## src/rtl/rhbp_pkg.sv

```systemverilog
// Shared types, field codes and the header layout table for the replay header parser.
package rhbp_pkg;

    // Header layout
    localparam int unsigned NUM_FIELDS = 20;
    localparam int unsigned CODE_W     = 5;
    localparam int unsigned VALUE_W    = 64;
    localparam int unsigned SKIP_W     = 32;

    // Field codes that the walker treats specially
    localparam logic [CODE_W-1:0] FLD_MAP_HASH    = 5'd2;
    localparam logic [CODE_W-1:0] FLD_PLAYER      = 5'd3;
    localparam logic [CODE_W-1:0] FLD_REPLAY_HASH = 5'd4;
    localparam logic [CODE_W-1:0] FLD_MODS        = 5'd14;
    localparam logic [CODE_W-1:0] FLD_LIFE_BAR    = 5'd15;
    localparam logic [CODE_W-1:0] FLD_PAYLOAD_LEN = 5'd17;
    localparam logic [CODE_W-1:0] FLD_RECORD_ID   = 5'd18;
    localparam logic [CODE_W-1:0] FLD_EXTRA       = 5'd19;
    localparam logic [CODE_W-1:0] FLD_LAST_CODE   = 5'd19;

    // String marker bytes and the mods value that adds the extra field
    localparam logic [7:0]        MARK_EMPTY   = 8'h00;
    localparam logic [7:0]        MARK_PRESENT = 8'h0B;
    localparam logic [SKIP_W-1:0] EXTRA_MODS   = 32'h0080_0000;

    // ULEB128 shift handling
    localparam logic [5:0] LEB_STEP = 6'd7;
    localparam logic [5:0] LEB_SAT  = 6'd35;
    localparam logic [5:0] LEB_KEEP = 6'd32;

    // Progress through a string field
    typedef enum logic [1:0] {
        PH_MARKER = 2'd0,
        PH_LENGTH = 2'd1,
        PH_SKIP   = 2'd2
    } str_phase_t;

    // One input word
    typedef struct packed {
        logic [7:0] data_byte;
        logic       start_of_file;
    } in_word_t;

    // One result word
    typedef struct packed {
        logic [CODE_W-1:0]  field_code;
        logic [VALUE_W-1:0] field_value;
        logic               bad_marker;
        logic               header_done;
    } result_t;

    // Width of each field in bytes; zero marks a string field.
    function automatic logic [3:0] field_width(input logic [CODE_W-1:0] code);
        logic [3:0] w;
        unique case (code)
            5'd0, 5'd13:                               w = 4'd1;
            5'd5, 5'd6, 5'd7, 5'd8, 5'd9, 5'd10, 5'd12: w = 4'd2;
            5'd1, 5'd11, 5'd14, 5'd17:                 w = 4'd4;
            5'd16, 5'd18, 5'd19:                       w = 4'd8;
            default:                                   w = 4'd0;
        endcase
        return w;
    endfunction

endpackage

```

## src/rtl/rhbp_in_stage.sv

```systemverilog
// Input register that holds one byte word until the field walker takes it.
module rhbp_in_stage (
    input  logic              aclk,
    input  logic              aresetn,
    input  logic              s_tvalid,
    output logic              s_tready,
    input  rhbp_pkg::in_word_t s_word,
    output logic              word_valid,
    output rhbp_pkg::in_word_t word,
    input  logic              word_take
);
    import rhbp_pkg::*;

    logic     valid_reg;
    in_word_t word_reg;

    // Room for a new word when empty or when the held word leaves this cycle.
    assign s_tready   = !valid_reg || word_take;
    assign word_valid = valid_reg;
    assign word       = word_reg;

    // Valid flag
    always_ff @(posedge aclk) begin
        if (!aresetn) begin
            valid_reg <= 1'b0;
        end else if (s_tready) begin
            valid_reg <= s_tvalid;
        end
    end

    // Payload
    always_ff @(posedge aclk) begin
        if (s_tready && s_tvalid) begin
            word_reg <= s_word;
        end
    end

endmodule

```

## src/rtl/rhbp_field_walker.sv

```systemverilog
// Header state walker: consumes one byte per step and produces at most one field result.
module rhbp_field_walker (
    input  logic               aclk,
    input  logic               aresetn,
    input  logic               step,
    input  rhbp_pkg::in_word_t word,
    output logic               res_valid,
    output rhbp_pkg::result_t  res
);
    import rhbp_pkg::*;

    logic [CODE_W-1:0]  field_index_reg, field_index_next;
    logic [2:0]         byte_index_reg, byte_index_next;
    str_phase_t         phase_reg, phase_next;
    logic [VALUE_W-1:0] acc_reg, acc_next;
    logic [5:0]         leb_shift_reg, leb_shift_next;
    logic [SKIP_W-1:0]  skip_reg, skip_next;
    logic [SKIP_W-1:0]  mods_reg, mods_next;
    logic               finished_reg, finished_next;

    // State as seen by this byte, after a restart if one is flagged
    logic [CODE_W-1:0]  cur_field;
    logic [2:0]         cur_byte;
    str_phase_t         cur_phase;
    logic [VALUE_W-1:0] cur_acc;
    logic [5:0]         cur_leb;
    logic [SKIP_W-1:0]  cur_skip;
    logic [SKIP_W-1:0]  cur_mods;
    logic               cur_finished;

    logic [7:0]         b;
    logic [3:0]         width;
    logic [VALUE_W-1:0] int_acc;
    logic [SKIP_W-1:0]  leb_bits;
    logic [SKIP_W-1:0]  leb_acc;
    logic [6:0]         leb_sum;
    logic               emit;
    logic [VALUE_W-1:0] value;
    logic               bad;
    logic               done;

    assign b = word.data_byte;

    // Restart clears the state before the byte is parsed.
    always_comb begin
        if (word.start_of_file) begin
            cur_field    = '0;
            cur_byte     = '0;
            cur_phase    = PH_MARKER;
            cur_acc      = '0;
            cur_leb      = '0;
            cur_skip     = '0;
            cur_mods     = '0;
            cur_finished = 1'b0;
        end else begin
            cur_field    = field_index_reg;
            cur_byte     = byte_index_reg;
            cur_phase    = phase_reg;
            cur_acc      = acc_reg;
            cur_leb      = leb_shift_reg;
            cur_skip     = skip_reg;
            cur_mods     = mods_reg;
            cur_finished = finished_reg;
        end
    end

    // Byte placement and ULEB128 accumulation
    assign width    = field_width(cur_field);
    assign int_acc  = cur_acc | ({56'd0, b} << {cur_byte, 3'b000});
    assign leb_bits = {25'd0, b[6:0]} << cur_leb[4:0];
    assign leb_acc  = (cur_leb < LEB_KEEP) ? (cur_acc[SKIP_W-1:0] | leb_bits)
                                           : cur_acc[SKIP_W-1:0];
    assign leb_sum  = {1'b0, cur_leb} + {1'b0, LEB_STEP};

    // Next state and result
    always_comb begin
        field_index_next = cur_field;
        byte_index_next  = cur_byte;
        phase_next       = cur_phase;
        acc_next         = cur_acc;
        leb_shift_next   = cur_leb;
        skip_next        = cur_skip;
        mods_next        = cur_mods;
        finished_next    = cur_finished;
        emit             = 1'b0;
        value            = '0;
        bad              = 1'b0;
        done             = 1'b0;

        if (!cur_finished && cur_field < FLD_LAST_CODE + 5'd1) begin
            if (width == 4'd0) begin
                // String field
                case (cur_phase)
                    PH_MARKER: begin
                        if (b == MARK_PRESENT) begin
                            phase_next     = PH_LENGTH;
                            acc_next       = '0;
                            leb_shift_next = '0;
                        end else begin
                            emit = 1'b1;
                            bad  = (b != MARK_EMPTY);
                        end
                    end
                    PH_LENGTH: begin
                        acc_next       = {32'd0, leb_acc};
                        leb_shift_next = (leb_sum > {1'b0, LEB_SAT}) ? LEB_SAT : leb_sum[5:0];
                        if (!b[7]) begin
                            if (leb_acc != '0) begin
                                phase_next = PH_SKIP;
                                skip_next  = leb_acc;
                            end else begin
                                emit = 1'b1;
                            end
                        end
                    end
                    default: begin
                        if (cur_skip > 32'd1) begin
                            skip_next = cur_skip - 32'd1;
                        end else begin
                            skip_next = '0;
                            emit      = 1'b1;
                            value     = cur_acc;
                        end
                    end
                endcase
            end else if (cur_skip != '0) begin
                // Compressed payload bytes
                skip_next = cur_skip - 32'd1;
            end else begin
                // Little-endian integer field
                acc_next = int_acc;
                if ({1'b0, cur_byte} + 4'd1 < width) begin
                    byte_index_next = cur_byte + 3'd1;
                end else begin
                    emit  = 1'b1;
                    value = int_acc;
                    if (cur_field == FLD_MODS) begin
                        mods_next = int_acc[SKIP_W-1:0];
                    end else if (cur_field == FLD_PAYLOAD_LEN) begin
                        skip_next = int_acc[SKIP_W-1:0];
                    end else if (cur_field == FLD_RECORD_ID) begin
                        done = (cur_mods != EXTRA_MODS);
                    end else if (cur_field == FLD_EXTRA) begin
                        done = 1'b1;
                    end
                end
            end

            // A completed field moves on to the next one.
            if (emit) begin
                field_index_next = cur_field + 5'd1;
                byte_index_next  = '0;
                phase_next       = PH_MARKER;
                acc_next         = '0;
                leb_shift_next   = '0;
                finished_next    = done;
            end
        end
    end

    assign res_valid       = emit;
    assign res.field_code  = cur_field;
    assign res.field_value = value;
    assign res.bad_marker  = bad;
    assign res.header_done = done;

    // Control state
    always_ff @(posedge aclk) begin
        if (!aresetn) begin
            field_index_reg <= '0;
            byte_index_reg  <= '0;
            phase_reg       <= PH_MARKER;
            acc_reg         <= '0;
            leb_shift_reg   <= '0;
            skip_reg        <= '0;
            mods_reg        <= '0;
            finished_reg    <= 1'b0;
        end else if (step) begin
            field_index_reg <= field_index_next;
            byte_index_reg  <= byte_index_next;
            phase_reg       <= phase_next;
            acc_reg         <= acc_next;
            leb_shift_reg   <= leb_shift_next;
            skip_reg        <= skip_next;
            mods_reg        <= mods_next;
            finished_reg    <= finished_next;
        end
    end

endmodule

```

## src/rtl/rhbp_out_stage.sv

```systemverilog
// Result register that holds one field word until the master side takes it.
module rhbp_out_stage (
    input  logic              aclk,
    input  logic              aresetn,
    input  logic              load,
    input  rhbp_pkg::result_t res,
    output logic              free,
    output logic              m_tvalid,
    input  logic              m_tready,
    output rhbp_pkg::result_t m_word
);
    import rhbp_pkg::*;

    logic    valid_reg;
    result_t word_reg;

    // Free when empty or when the held word is taken this cycle.
    assign free     = !valid_reg || m_tready;
    assign m_tvalid = valid_reg;
    assign m_word   = word_reg;

    // Valid flag
    always_ff @(posedge aclk) begin
        if (!aresetn) begin
            valid_reg <= 1'b0;
        end else if (load) begin
            valid_reg <= 1'b1;
        end else if (m_tready) begin
            valid_reg <= 1'b0;
        end
    end

    // Payload
    always_ff @(posedge aclk) begin
        if (load) begin
            word_reg <= res;
        end
    end

endmodule

```

## src/rtl/replay_header_byte_parser.sv

```systemverilog
// Top level of the replay header byte parser.
//
// The parser accepts one file byte per cycle for as long as the master side keeps m_tready high:
// each byte passes from an input register through the header state walker into a result
// register: the byte that completes a field waits in the input register and its field word
// then in the result register. While a result word waits for m_tready, the input stalls. Bytes
// that complete no field (inner integer bytes, string and payload bytes) produce no output word.
// Setting s_tuser on a byte restarts the walk at the mode field with that byte; after the final
// header field (tlast high) further bytes are dropped until a restart.
module replay_header_byte_parser (
    input  logic        aclk,
    input  logic        aresetn,
    input  logic        s_tvalid,
    output logic        s_tready,
    input  logic [7:0]  s_tdata,   // [7:0] data_byte
    input  logic [0:0]  s_tuser,   // [0] start_of_file
    output logic        m_tvalid,
    input  logic        m_tready,
    output logic [71:0] m_tdata,   // [4:0] field_code, [68:5] field_value, [71:69] zero
    output logic [0:0]  m_tuser,   // [0] bad_marker
    output logic        m_tlast    // header_done
);
    import rhbp_pkg::*;

    in_word_t s_word;
    in_word_t word;
    logic     word_valid;
    logic     step;
    logic     res_valid;
    result_t  res;
    logic     out_free;
    result_t  m_word;

    assign s_word.data_byte     = s_tdata;
    assign s_word.start_of_file = s_tuser[0];

    // A held word advances whenever the result register can accept it.
    assign step = word_valid && out_free;

    rhbp_in_stage u_in_stage (
        .aclk       (aclk),
        .aresetn    (aresetn),
        .s_tvalid   (s_tvalid),
        .s_tready   (s_tready),
        .s_word     (s_word),
        .word_valid (word_valid),
        .word       (word),
        .word_take  (step)
    );

    rhbp_field_walker u_walker (
        .aclk      (aclk),
        .aresetn   (aresetn),
        .step      (step),
        .word      (word),
        .res_valid (res_valid),
        .res       (res)
    );

    rhbp_out_stage u_out_stage (
        .aclk     (aclk),
        .aresetn  (aresetn),
        .load     (step && res_valid),
        .res      (res),
        .free     (out_free),
        .m_tvalid (m_tvalid),
        .m_tready (m_tready),
        .m_word   (m_word)
    );

    // Pack the result word onto the master side.
    assign m_tdata = {3'b000, m_word.field_value, m_word.field_code};
    assign m_tuser = m_word.bad_marker;
    assign m_tlast = m_word.header_done;

endmodule

```

## config.mk

```make
export PLATFORM = sky130hd
export DESIGN_NAME = replay_header_byte_parser
export DESIGN_NICKNAME = d
export VERILOG_FILES = /design/src/rtl/rhbp_pkg.sv /design/src/rtl/rhbp_in_stage.sv /design/src/rtl/rhbp_field_walker.sv /design/src/rtl/rhbp_out_stage.sv /design/src/rtl/replay_header_byte_parser.sv
export SDC_FILE = /design/constraint.sdc
export NUM_CORES = 1
export LEC_CHECK = 0
export ABC_CLOCK_PERIOD_IN_PS = 19500
export BUFFER_PORTS_ARGS = -buffer_cell sky130_fd_sc_hd__buf_2
export CAP_MARGIN = 10
export CORE_UTILIZATION = 45
export CTS_CLUSTER_SIZE = 30
export DETAILED_ROUTE_END_ITERATION = 10
export HOLD_SLACK_MARGIN = 0.08
export PLACE_DENSITY = 0.6
export SLEW_MARGIN = 40
export SYNTH_ARGS = -nofsm -noshare
export SYNTH_HDL_FRONTEND = slang
export SYNTH_SLANG_ARGS = --single-unit
```

## constraint.sdc

```tcl
create_clock -name aclk -period 19.5 [get_ports aclk]
set_input_delay 4.875 -clock aclk [delete_from_list [all_inputs] [get_ports aclk]]
set_output_delay 4.875 -clock aclk [all_outputs]
set_load 0.005 [all_outputs]
```

==> flow_summary_export.csv <==
group,metric,value,unit
synthesis,ys.flop_type,"dfxtp_1",
routing,wirelength,64.3,mm
cts,clock_latency,0.54,ns
synthesis,yosys.cell_count.top_type,"nand2_1",
floorplan,io_pins,89,
global_route,grt_pass1_vias,13500,
timing,tightest_slew,0.963,ns
cts,post_cts_resized,0,
routing,vias_per_cell,6.98,
routing,wl_per_cell,29.9,um
synthesis,synth-seq-area-share,38.0,%
power_and_ir_drop,ir_drop,0.0000852,V
timing,slew_headroom,35.6,%
synthesis,synth_top_area_cell,"dfxtp_1",
global_route,antenna_found_initial,0,
synthesis,syn_area_per_cell,8.18,um^2
synthesis,synth_top_area_share,20.9,%
timing,fin_tns_setup,0,ns
timing,worst_clock_skew,0.0119,ns
synthesis,synthSimpleGateAreaFrac,21.6,%
placed_design,finalWeightedCongestion,1.03,
routing,drtIter0Drc,2079,
placed_design,port_buffers,85,
timing,fin_crit_sh,53.5,%
synthesis,ys_warn_count,0,
routing,vias,15000,
global_route,grt_max_degree,97,
global_route,grt_pass1_wl,93.0,mm
synthesis,synth_cells,1720,
hold_path,worstHoldPathType,"reg -> reg",
power_and_ir_drop,powerDensity,83.5,nW/um^2
final_layout,drive_gt1_share,14.2,%
critical_path,crit_path_end_kind,"output port",
synthesis,synth_adder_area_share,1.07,%
synthesis,ys_top_cells_by_count,"nand2_1, nor2_1, o21ai_0",
timing,fmax,0.0958,GHz
critical_path,r2r_start,"u_in_stage.word[0]",
critical_path,crit_arrival,5.56,ns
synthesis,ys_seq_elements,227,
synthesis,synth_area,14100,um^2
routing,drc,0,
final_layout,nets,1763,
critical_path,critical_path_peak_fanout,5,
synthesis,synth-edff-count,80,
synthesis,synth.mux.area_fraction,1.68,%
timing,fin_crit,10.44,ns
hold_path,hp-start,"u_walker.mods_reg[23]",
routing,drtPass1Iterations,6,
synthesis,synth_cell_type_count,98,
timing,hold_viol,0,
synthesis,synth-xor-area-share,1.12,%
cts,h-tree-depth,1,
final_layout,diodes,0,
routing,detail-route-antenna-nets,0,
placed_design,hpwlAfterDp,44.0,mm
cts,post-cts-setup-buffers,0,
timing,setup_violations,0,
critical_path,critPathLaunchType,"primary input",
critical_path,worst-setup-path-type,"in -> out",
cts,clock_path_buffers,3,
power_and_ir_drop,leakage,5.30,nW
floorplan,die_w,179,um
synthesis,synth_top_family_by_area,"compound AO/OA/AOI/OAI gates",
run,drv_cap,0,
critical_path,critical_path_required,14.62,ns
final_layout,fillCellCount,2981,
cts,cts_tree,"done",
floorplan,start_util,45.9,%
global_route,grt_overflow,0,
cts,clock-sinks,227,
final_layout,final_util,51.2,%
synthesis,synth-compound-area-share,31.3,%
global_route,track_usage,40.0,%
synthesis,async_flop_share,0,%
timing,maxSlewViolCount,0,
synthesis,ys_top_cells_by_area,"dfxtp_1, edfxtp_1, o21ai_0",
final_layout,area_growth,11.7,%
cts,clk_pin_slew,0.06,ns
floorplan,die_y,179,um
floorplan,die_area,32000,um^2
final_layout,largest_reg_flops,71,
cts,root_buffer,"clkbuf_16",
cts,ctsHoldBuffers,0,
cts,cts_buffers,25,
floorplan,num_rows,64,
critical_path,cp-startpoint,"m_tready",
timing,rsz0062_at_grt,"no",
floorplan,core_area,30700,um^2
run_status,run_status,"finished, final reports clean",
[critical path, stage by stage]
cell and delay (ns):
buf_2 0.10, nor2b_1 0.33, nand2_1 0.12, buf_2 0.14
[layout by cell type (no fill, tap or decap), types with 10 or more instances in the layout]
cell       synthesis  final
nand2_1          172    172
nor2_1           170    163
o21ai_0          149    148
dfxtp_1          147    144
a21oi_1          138    135
buf_2             23     86
edfxtp_1          80     80
a22oi_1           65     65
buf_4              6     55
a22o_1            53     53
nand3_1           47     47
nor2b_1           45     44
o22ai_1           39     39
nor3_1            39     36
a31oi_1           29     29
clkbuf_16          0     25
nor4_1            20     20
or3_1             16     16
inv_1             17     16
o211ai_1          16     16
o221ai_1          14     14
nor3b_1           13     13
a211oi_1          14     13
nand4_1           12     12
ha_1              12     12
o21ai_1           12     11
nand2b_1          10     10
xnor2_1           10     10
a21o_1            10     10
and2_1            10     10
[final timing paths]
| check | endpoint | slack (ns) | cells past startpoint |
|---|---|---|---|
| setup reg to reg | u_out_stage.m_word[23] | 13.78 | 17 |
| hold reg to reg | u_walker.mods_reg[23] | 0.45 | 2 |
| hold / removal | u_walker.mods_reg[23] | 0.45 | 2 |
| setup / recovery | s_tready | 9.06 | 4 |
[per-layer routing]
layer	GRT usage, %	wire length [um]
met3	9.50	7280
met4	23.1	3910
met5	0	0
met2	58.1	27000
met1	53.7	26200
[kinds of logic after synthesis]
family,count (synthesis)
AOI/OAI and AO/OA,660
xor gates and xnor gates,18
adders and majority gates,12
buffers and inverters,173
DFF,227
muxes,19
other,1
and+or+nand+nor,610
[metrics by stage]
stage               power [mW]  cell area, um^2  cells  hold WS, ns  setup slack (ns)
floorplan                0.725            14100   1722        0.417              9.44
global placement         0.820            14800   2104        0.436              9.09
detailed placement       0.824            14900   2105        0.442              9.06
CTS                       1.30            15700   2150        0.457              9.05
global route              1.35            15700   2152        0.486              8.98
finish                    1.31            15700   2152        0.455              9.06
[area by class of cell]
type | count | area (um^2) | share of cell area [%]
Clock inverter | 13 | 150 | 0.955
Timing Repair Buffer | 144 | 891 | 5.67
Clock buffer | 32 | 662 | 4.21
Inverter | 18 | 67.6 | 0.430
Sequential cell | 227 | 5350 | 34.0
Tap cell | 396 | 495 | 3.15
Multi-Input combinational cell | 1322 | 8100 | 51.5
[power breakdown]
group | leakage (nW) | switching [mW] | internal (mW)
logic | 2.98 | 0.209 | 0.0919
clock network | 0.384 | 0.206 | 0.279
registers | 1.94 | 0.0170 | 0.509
Note: power is estimated with default switching activity, not from simulation.
